==> config.mk <==
export PLATFORM = sky130hd
export DESIGN_NAME = api_frame_deframer_top_flat
export DESIGN_NICKNAME = d
export VERILOG_FILES = /design/src/design/afd_pkg.sv /design/src/design/afd_stream_if.sv /design/src/design/afd_parser.sv /design/src/design/api_frame_deframer_top.sv /design/src/flat_wrapper.sv
export SDC_FILE = /design/constraint.sdc
export NUM_CORES = 1
export LEC_CHECK = 0
export ABC_AREA = 1
export BUFFER_PORTS_ARGS = -buffer_cell sky130_fd_sc_hd__buf_2
export CAP_MARGIN = 20
export CORE_ASPECT_RATIO = 0.5
export CORE_MARGIN = 1
export CORE_UTILIZATION = 27
export CTS_CLUSTER_SIZE = 20
export DETAILED_ROUTE_END_ITERATION = 10
export PLACE_DENSITY_LB_ADDON = 0.12
export RECOVER_POWER = 25
export SLEW_MARGIN = 25
export SYNTH_ARGS = -nofsm -noshare
export SYNTH_HDL_FRONTEND = slang
export SYNTH_SLANG_ARGS = --single-unit
==> constraint.sdc <==
create_clock -name clock -period 2.3 [get_ports clock]
set_clock_uncertainty 0.2 [all_clocks]
set_input_delay 0.23 -clock clock [delete_from_list [all_inputs] [get_ports clock]]
set_output_delay 0.23 -clock clock [all_outputs]
set_load 0.01 [all_outputs]
==> src/design/afd_pkg.sv <==
// Types and constants shared by the API frame deframer.
`timescale 1ns / 1ps
`default_nettype none
package afd_pkg;

   localparam logic [7:0] START_MARK = 8'h7E;
   localparam logic [7:0] SUM_BASE   = 8'hFF;

   typedef enum logic [2:0] {
      PH_HUNT   = 3'd0,
      PH_LEN_HI = 3'd1,
      PH_LEN_LO = 3'd2,
      PH_DATA   = 3'd3,
      PH_CHECK  = 3'd4
   } phase_type;

   typedef enum logic [1:0] {
      KIND_DATA    = 2'd0,
      KIND_GOOD    = 2'd1,
      KIND_SUM_ERR = 2'd2,
      KIND_LEN_ERR = 2'd3
   } kind_type;

   typedef struct packed {
      kind_type    result_kind;
      logic [7:0]  data_byte;
      logic [7:0]  byte_index;
      logic [15:0] declared_len;
   } result_type;

   typedef struct packed {
      logic       has_result;
      result_type result;
   } step_type;

endpackage
`default_nettype wire

==> src/design/afd_stream_if.sv <==
// Request and response channel interfaces of the deframer.
`timescale 1ns / 1ps
`default_nettype none
interface afd_req_if;
   logic       valid;
   logic       ready;
   logic [7:0] rx_byte;

   modport source (output valid, output rx_byte, input ready);
   modport sink (input valid, input rx_byte, output ready);
endinterface

interface afd_rsp_if;
   logic        valid;
   logic        ready;
   logic [1:0]  result_kind;
   logic [7:0]  data_byte;
   logic [7:0]  byte_index;
   logic [15:0] declared_len;

   modport source (output valid, output result_kind, output data_byte,
                   output byte_index, output declared_len, input ready);
   modport sink (input valid, input result_kind, input data_byte,
                 input byte_index, input declared_len, output ready);
endinterface
`default_nettype wire

==> src/design/afd_parser.sv <==
// Frame parse state machine: phase, length, count and checksum per byte.
`timescale 1ns / 1ps
`default_nettype none
module afd_parser #(
   parameter int MAX_FRAME_BYTES = 256
) (
   input  wire logic             clock,
   input  wire logic             reset,
   input  wire logic             take,
   input  wire logic [7:0]       rx_byte,
   output afd_pkg::step_type     step
);

   localparam logic [16:0] MaxLen = 17'(MAX_FRAME_BYTES);

   afd_pkg::phase_type phase_ff, phase_in;
   logic [15:0] length_ff, length_in;
   logic [15:0] count_ff, count_in;
   logic [7:0]  sum_ff, sum_in;
   logic [15:0] full_len;
   logic [15:0] count_next;

   always_ff @(posedge clock) begin
      if (reset) begin
         phase_ff  <= afd_pkg::PH_HUNT;
         length_ff <= '0;
         count_ff  <= '0;
         sum_ff    <= '0;
      end else if (take) begin
         phase_ff  <= phase_in;
         length_ff <= length_in;
         count_ff  <= count_in;
         sum_ff    <= sum_in;
      end
   end

   assign full_len   = {length_ff[15:8], rx_byte};
   assign count_next = count_ff + 16'd1;

   always_comb begin
      phase_in  = phase_ff;
      length_in = length_ff;
      count_in  = count_ff;
      sum_in    = sum_ff;
      step      = '0;
      case (phase_ff)
         afd_pkg::PH_LEN_HI: begin
            length_in = {rx_byte, 8'h00};
            phase_in  = afd_pkg::PH_LEN_LO;
         end
         afd_pkg::PH_LEN_LO: begin
            count_in = '0;
            sum_in   = '0;
            if (full_len == 16'd0 || {1'b0, full_len} > MaxLen) begin
               step.has_result          = 1'b1;
               step.result.result_kind  = afd_pkg::KIND_LEN_ERR;
               step.result.declared_len = full_len;
               length_in = '0;
               phase_in  = afd_pkg::PH_HUNT;
            end else begin
               length_in = full_len;
               phase_in  = afd_pkg::PH_DATA;
            end
         end
         afd_pkg::PH_DATA: begin
            step.has_result          = 1'b1;
            step.result.result_kind  = afd_pkg::KIND_DATA;
            step.result.data_byte    = rx_byte;
            step.result.byte_index   = count_ff[7:0];
            step.result.declared_len = length_ff;
            sum_in   = sum_ff + rx_byte;
            count_in = count_next;
            if (count_next >= length_ff) begin
               phase_in = afd_pkg::PH_CHECK;
            end
         end
         afd_pkg::PH_CHECK: begin
            step.has_result          = 1'b1;
            step.result.declared_len = length_ff;
            if (rx_byte == afd_pkg::SUM_BASE - sum_ff) begin
               step.result.result_kind = afd_pkg::KIND_GOOD;
            end else begin
               step.result.result_kind = afd_pkg::KIND_SUM_ERR;
            end
            phase_in  = afd_pkg::PH_HUNT;
            length_in = '0;
            count_in  = '0;
            sum_in    = '0;
         end
         default: begin
            // hunting; unused phase codes act the same
            length_in = '0;
            count_in  = '0;
            sum_in    = '0;
            if (rx_byte == afd_pkg::START_MARK) begin
               phase_in = afd_pkg::PH_LEN_HI;
            end else begin
               phase_in = afd_pkg::PH_HUNT;
            end
         end
      endcase
   end

endmodule
`default_nettype wire

==> src/design/api_frame_deframer_top.sv <==
// A result is written to the response register when its request is taken.
// Throughput: one request per cycle unless a held response stalls it; the checksum is updated as each byte is taken.
// The request side stalls only while a held response is not taken.
// Reset: synchronous, active high; hunting for the start delimiter, count,
// length and sum cleared, no response pending.
`timescale 1ns / 1ps
`default_nettype none
module api_frame_deframer_top #(
   parameter int MAX_FRAME_BYTES = 256
) (
   input wire logic   clock,
   input wire logic   reset,
   afd_req_if.sink    req_if,
   afd_rsp_if.source  rsp_if
);

   logic               take;
   afd_pkg::step_type  step;
   logic               rsp_valid_ff, rsp_valid_in;
   afd_pkg::result_type rsp_data_ff;

   assign req_if.ready = !rsp_valid_ff || rsp_if.ready;
   assign take         = req_if.valid && req_if.ready;

   afd_parser #(.MAX_FRAME_BYTES(MAX_FRAME_BYTES)) u_parser (
      .clock   (clock),
      .reset   (reset),
      .take    (take),
      .rx_byte (req_if.rx_byte),
      .step    (step)
   );

   always_comb begin
      rsp_valid_in = rsp_valid_ff;
      if (take) begin
         rsp_valid_in = step.has_result;
      end else if (rsp_if.ready) begin
         rsp_valid_in = 1'b0;
      end
   end

   always_ff @(posedge clock) begin
      if (reset) begin
         rsp_valid_ff <= 1'b0;
      end else begin
         rsp_valid_ff <= rsp_valid_in;
      end
   end

   // hold the response payload until a new result replaces it
   always_ff @(posedge clock) begin
      if (take && step.has_result) begin
         rsp_data_ff <= step.result;
      end
   end

   assign rsp_if.valid        = rsp_valid_ff;
   assign rsp_if.result_kind  = rsp_data_ff.result_kind;
   assign rsp_if.data_byte    = rsp_data_ff.data_byte;
   assign rsp_if.byte_index   = rsp_data_ff.byte_index;
   assign rsp_if.declared_len = rsp_data_ff.declared_len;

endmodule
`default_nettype wire

==> src/flat_wrapper.sv <==
// flat-port wrapper written by rule: the top's interface ports become plain ports
module api_frame_deframer_top_flat 
#(
   parameter int MAX_FRAME_BYTES = 256
)
  (clock, reset, req_if_valid, req_if_rx_byte, req_if_ready, rsp_if_valid, rsp_if_result_kind, rsp_if_data_byte, rsp_if_byte_index, rsp_if_declared_len, rsp_if_ready);
  afd_req_if req_if_i ();
  afd_rsp_if rsp_if_i ();
  input wire logic clock;
  input wire logic reset;
  input wire logic [$bits(req_if_i.valid)-1:0] req_if_valid;
  input wire logic [$bits(req_if_i.rx_byte)-1:0] req_if_rx_byte;
  output wire logic [$bits(req_if_i.ready)-1:0] req_if_ready;
  output wire logic [$bits(rsp_if_i.valid)-1:0] rsp_if_valid;
  output wire logic [$bits(rsp_if_i.result_kind)-1:0] rsp_if_result_kind;
  output wire logic [$bits(rsp_if_i.data_byte)-1:0] rsp_if_data_byte;
  output wire logic [$bits(rsp_if_i.byte_index)-1:0] rsp_if_byte_index;
  output wire logic [$bits(rsp_if_i.declared_len)-1:0] rsp_if_declared_len;
  input wire logic [$bits(rsp_if_i.ready)-1:0] rsp_if_ready;
  assign req_if_i.valid = req_if_valid;
  assign req_if_i.rx_byte = req_if_rx_byte;
  assign req_if_ready = req_if_i.ready;
  assign rsp_if_valid = rsp_if_i.valid;
  assign rsp_if_result_kind = rsp_if_i.result_kind;
  assign rsp_if_data_byte = rsp_if_i.data_byte;
  assign rsp_if_byte_index = rsp_if_i.byte_index;
  assign rsp_if_declared_len = rsp_if_i.declared_len;
  assign rsp_if_i.ready = rsp_if_ready;
  api_frame_deframer_top #(.MAX_FRAME_BYTES(MAX_FRAME_BYTES)) u_core (.clock(clock), .reset(reset), .req_if(req_if_i), .rsp_if(rsp_if_i));
endmodule
# Word level (Yosys, flattened, before mapping)
# Index checks and enable logic that the tools add are counted.
# totals
ff_bits	78
out_inout_bits	36
word_cells	52
# classes
addsub	3
magnitude_cmp	2
n_eq_ne	8
muxes	15
n_bitwise	2
n_reduce_logical	12
# op_table
cell	count
case mux 16 bit (2 select lines)	2
case mux 16 bit (3 select lines)	1
two-way mux 16 bit	2
adder 16 x 1 -> 16 bit (second input constant)	1
greater-or-equal comparator 16 bit	1
> comparator 16 x 9 -> 1 bit (second input constant)	1
zero test 16 bit	1
case mux 8 bit (2 select lines)	1
case mux 3 bit (4 select lines)	1
case mux 3 bit (3 select lines)	1
adder 8 bit	1
equality test 8 x 7 -> 1 bit (second input constant)	1
equality test 8 bit	1
subtractor 8 bit (first input constant)	1
equality test 3 x 2 -> 1 bit (second input constant)	2
two-way mux 3 bit	2
AND reduction 2 bit	3
two-way mux 2 bit	2
!= test 2 bit (second input constant)	2
equality test 3 x 1 -> 1 bit (second input constant)	1
equality test 3 bit (second input constant)	1
two-way mux 1 bit	3
AND reduction 3 bit	1
logical AND 1 bit	2
other kinds (5)	7

# Longest topological paths before layout
# logic_depth
ltp_word	5
mapped_depth	18
ltp_nobuf	18

# Modules after synthesis
# From an unflattened synthesis, not the netlist that was laid out.
# unflattened
cells_unflattened	531
area_unflattened_um2	4191.5
# modules_own_cells
module	instances	cells_each	area_each_um2	seq_area_each_um2
afd_parser	1	485	3095.5	860.8
api_frame_deframer_top	1	46	1096.1	1041.0

# Worst setup path after synthesis
# Ideal clock, no wire load.
# synth_path
path_type	register -> register
from	reg u_core.u_parser.count_ff[0]
to	reg u_core.u_parser.phase_ff[0]
setup_time_ns	0.115
arrival_time_ns	2.008
path_slack_ns	-0.023
path_stages_with_launch	16
synth_period_minus_slack_ns	2.323
path_cell_list	dfxtp_1 > inv_1 > nor3_4 > nand2_2 > o31ai_1 > inv_1 > nor2_1 > ha_1 > nand2_1 > inv_1 > o21bai_1 > a21oi_1 > nor2_1 > nand2_1 > a21oi_1 > nor2_1
# synth_via
elab_chain_len	4
# synth_rtl
element	line_no	rtl
from (decl)	afd_parser.sv:18	logic [15:0] count_ff, count_in;
from (signal assigned)	afd_parser.sv:32	count_ff <= count_in;
adder 16 x 1 -> 16 bit	afd_parser.sv:38	assign count_next = count_ff + 16'd1;
greater-or-equal comparator 16 bit	afd_parser.sv:73	if (count_next >= length_ff) begin
!= test 2 bit (no line)	--	
AND reduction 2 bit (no line)	--	
to (signal assigned)	afd_parser.sv:25	phase_ff <= afd_pkg::PH_HUNT;
to (signal assigned)	afd_parser.sv:30	phase_ff <= phase_in;
to (decl)	afd_parser.sv:16	afd_pkg::phase_type phase_ff, phase_in;
# No other way between the ends.
# A chain may end at the register's enable or synchronous reset.

# Worst setup path in the final report
# Same ends and word-level chain as after synthesis.

==> run_results.csv <==
group,metric,value,unit
run_status,status,"finished, violations left",
run_status,violations,"negative setup slack",
routing,totalWireLength,11.2,mm
finish,final_util,36.1,%
global_routing,grtUsageTotal,15.1,%
global_routing,grt_max_degree,35,
floorplan,die_area,15700,um2
power,powerDensity,642,nW/um2
finish,area_growth,28.9,%
routing,viasPerCell,4.43,
worst_setup_path,crit_type,"reg -> reg",
global_routing,overflow,0,
hold_path,min_path_type,"in -> reg",
floorplan,num_io_pins,48,
routing,wire_per_inst,14.0,um
hold_path,min_path_cells,3,
routing,route.detailed.drc,0,
yosys,synth_top_flop_cell,"dfxtp_1",
cts,cts-buffers-inserted,9,
cts,ctsRootBufferMaster,"clkbuf_16",
finish,layout.cells.non_filler,801,
routing,dr_wl_met3,475,um
power,p_leak,2.13,nW
timing,hold_violations,0,
yosys,synth_seq_cells,78,
yosys,synth-async-reset-ratio,0,%
timing,setup_viol,3,
global_routing,grt_pass1_vias,3338,
yosys,synth_area,4100,um2
finish,drive_gt1_share,20.1,%
cts,clock_latency,340,ps
finish,fillers,1565,
yosys,synth_edf_count,34,
worst_setup_path,arrival,2460,ps
flow_run,maxCapViolCount,0,
yosys,syn_avg_cell_area,8.11,um2
yosys,syn_inst,506,
timing,finalCritPeriodShare,105,%
routing,drtPass1Iterations,4,
timing,slew_headroom,65.5,%
cts,path_clk_slew,60,ps
floorplan,die_h,89.2,um
finish,layout_common_cells,"nand2_1 (108), inv_1 (57), nor2_1 (54)",
routing,top_layer_used,"met4",
placement,place_congestion,0.801,
routing,drt_iter0_markers,221,
routing,met1_length,6.00,mm
timing,finalCriticalPeriod,2420,ps
timing,slew_viol_final,0,
finish,antenna_cells,0,
finish,finalNetCount,635,
yosys,synth_nets,543,
placement,hpwl,8.18,mm
yosys,synth_warnings,0,
yosys,synthDistinctLibCells,36,
finish,final_common_cell,"nand2_1",
worst_setup_path,cp-start-kind,"register",
worst_setup_path,cp_max_fo,4,
placement,dp.cells,779,
global_routing,grt_pass1_wl,17.6,mm
floorplan,coreArea,14700,um2
timing,rsz0062_at_grt,"true",
yosys,ys_seq_area_share,46.3,%
worst_setup_path,end_kind,"register",
timing,layout_setup_ws,-118,ps
timing,worstMarginPinSlew,517,ps
cts,cts.path.max_buffers,2,
power,vdd_drop_max,0.376,mV
floorplan,dieWidth,176,um
worst_setup_path,cp.required,2340,ps
floorplan,start_util,28.0,%
cts,htreeDepth,3,
placement,port_buffers,47,
floorplan,std_cell_rows,31,
global_routing,antenna_found_initial,0,
routing,antenna_left,0,
timing,timing.fmax,414,MHz
cts,cts_tree,"yes",
routing,met2_length,4.64,mm
routing,num_vias,3548,
worst_setup_path,reg2regPathDepth,15,
cts,cts_sinks,78,
-- registers in the layout, indices dropped and copies added (netlist names) --
register and count:
u_core.rsp_if.declared_len 16, u_core.u_parser.count_ff 16, u_core.u_parser.length_ff 16, u_core.rsp_if.byte_index 8, u_core.rsp_if.data_byte 8, u_core.u_parser.sum_ff 8
u_core.u_parser.phase_ff 3, u_core.rsp_if.result_kind 2, u_core.rsp_if.valid 1
-- layer usage --
| metal | vias up | GRT usage, % |
|---|---|---|
| met5 | - | 0 |
| met3 | 11 | 3.57 |
| met1 | 1646 | 21.3 |
| met2 | 45 | 23.2 |
| met4 | 0 | 3.76 |
| li1 | 1846 | - |
-- synth_stat cells, types with 3 or more instances --
| cell type | instances | area share [%] |
|---|---|---|
| a21oi_1 | 53 | 6.5 |
| o21bai_1 | 3 | 0.55 |
| clkbuf_1 | 4 | 0.37 |
| dfxtp_1 | 44 | 21 |
| ha_1 | 24 | 7.3 |
| o21ai_1 | 5 | 0.61 |
| nor3_4 | 3 | 1.2 |
| edfxtp_1 | 34 | 25 |
| nand3_1 | 33 | 4.0 |
| nand4_1 | 7 | 1.1 |
| nor2_4 | 4 | 1.1 |
| o22ai_1 | 7 | 1.1 |
| xor2_1 | 9 | 1.9 |
| nand2_2 | 4 | 0.61 |
| o21ai_0 | 7 | 0.85 |
| inv_2 | 10 | 0.91 |
| nor2_1 | 54 | 4.9 |
| buf_2 | 3 | 0.37 |
| nor3_1 | 4 | 0.49 |
| inv_1 | 62 | 5.7 |
| nand2_1 | 112 | 10 |
| nor2_2 | 3 | 0.46 |
-- report_power, final --
part           leakage [nW]  total, mW  internal (mW)  switching [mW]
logic                  1.29      0.307         0.0899           0.217
registers             0.677       1.50           1.48          0.0185
clock network         0.161       1.59          0.964           0.624
-- path summary, 6_finish.rpt --
check,startpoint,endpoint,slack (ps)
setup / recovery,u_core.u_parser.count_ff[0]$_SDFFE_PP0P_,u_core.u_parser.phase_ff[0]$_SDFFE_PP0P_,-120
hold / removal,req_if_rx_byte[0],u_core.u_parser.length_ff[0]$_SDFFE_PP0P_,30
setup reg to reg,u_core.u_parser.count_ff[0]$_SDFFE_PP0P_,u_core.u_parser.phase_ff[0]$_SDFFE_PP0P_,-120
hold reg to reg,u_core.u_parser.length_ff[2]$_SDFFE_PP0P_,u_core.u_parser.length_ff[2]$_SDFFE_PP0P_,270
-- per-stage QoR --
step / total power, mW / cell area (um2) / TNS, ps / hold slack, ps / setup slack, ps
final: 3.40 / 5290 / -292 / 28.5 / -118
after global routing: 3.53 / 5290 / -816 / 40.0 / -301
after CTS: 3.44 / 5290 / -236 / 11.8 / -97.2
after detailed placement: 1.84 / 4850 / -726 / 257 / -281
after global placement: 1.84 / 4850 / -421 / 251 / -187
after floorplan: 1.72 / 4120 / 0 / 190 / 2.29
-- critical path: stages (launching register included) --
cell and delay (ps):
dfxtp_4 370, ha_4 130, nand2_2 60, inv_2 80
nand3_4 80, nor2_4 180, nand2_2 80, xor2_1 160
ha_1 290, nand2_1 90, o21bai_1 110, a21oi_1 80
nor2_1 130, nand2_2 100, a21oi_1 130, nor2_1 60
-- final cells by class --
cell class / count / area, um2 / share of cell area (%)
Multi-Input combinational cell: 344 / 1970 / 37.3
Clock inverter: 7 / 104 / 1.96
Tap cell: 198 / 248 / 4.68
Clock buffer: 9 / 225 / 4.26
Timing Repair Buffer: 92 / 557 / 10.5
Inverter: 73 / 274 / 5.18
Sequential cell: 78 / 1910 / 36.1
-- kinds of logic after synthesis --
group                      after synthesis  synth area share [%]
and+or+nand+nor                        228                  24.9
buffers and inverters                   84                  8.23
AOI/OAI and AO/OA                       82                  10.8
DFF                                     78                  46.3
adders and majority gates               25                  7.80
xor gates and xnor gates                 9                  1.92
-- timing repair --
item,4_1_cts,5_1_grt
pin swaps,8,10
gates cloned,0,0
setup buffers,2,3
hold buffers,1,0
endpoints found under the setup margin,3,3
resized for setup,23,6
endpoints found under the hold margin,1,0
(Power assumes the default switching activity.)
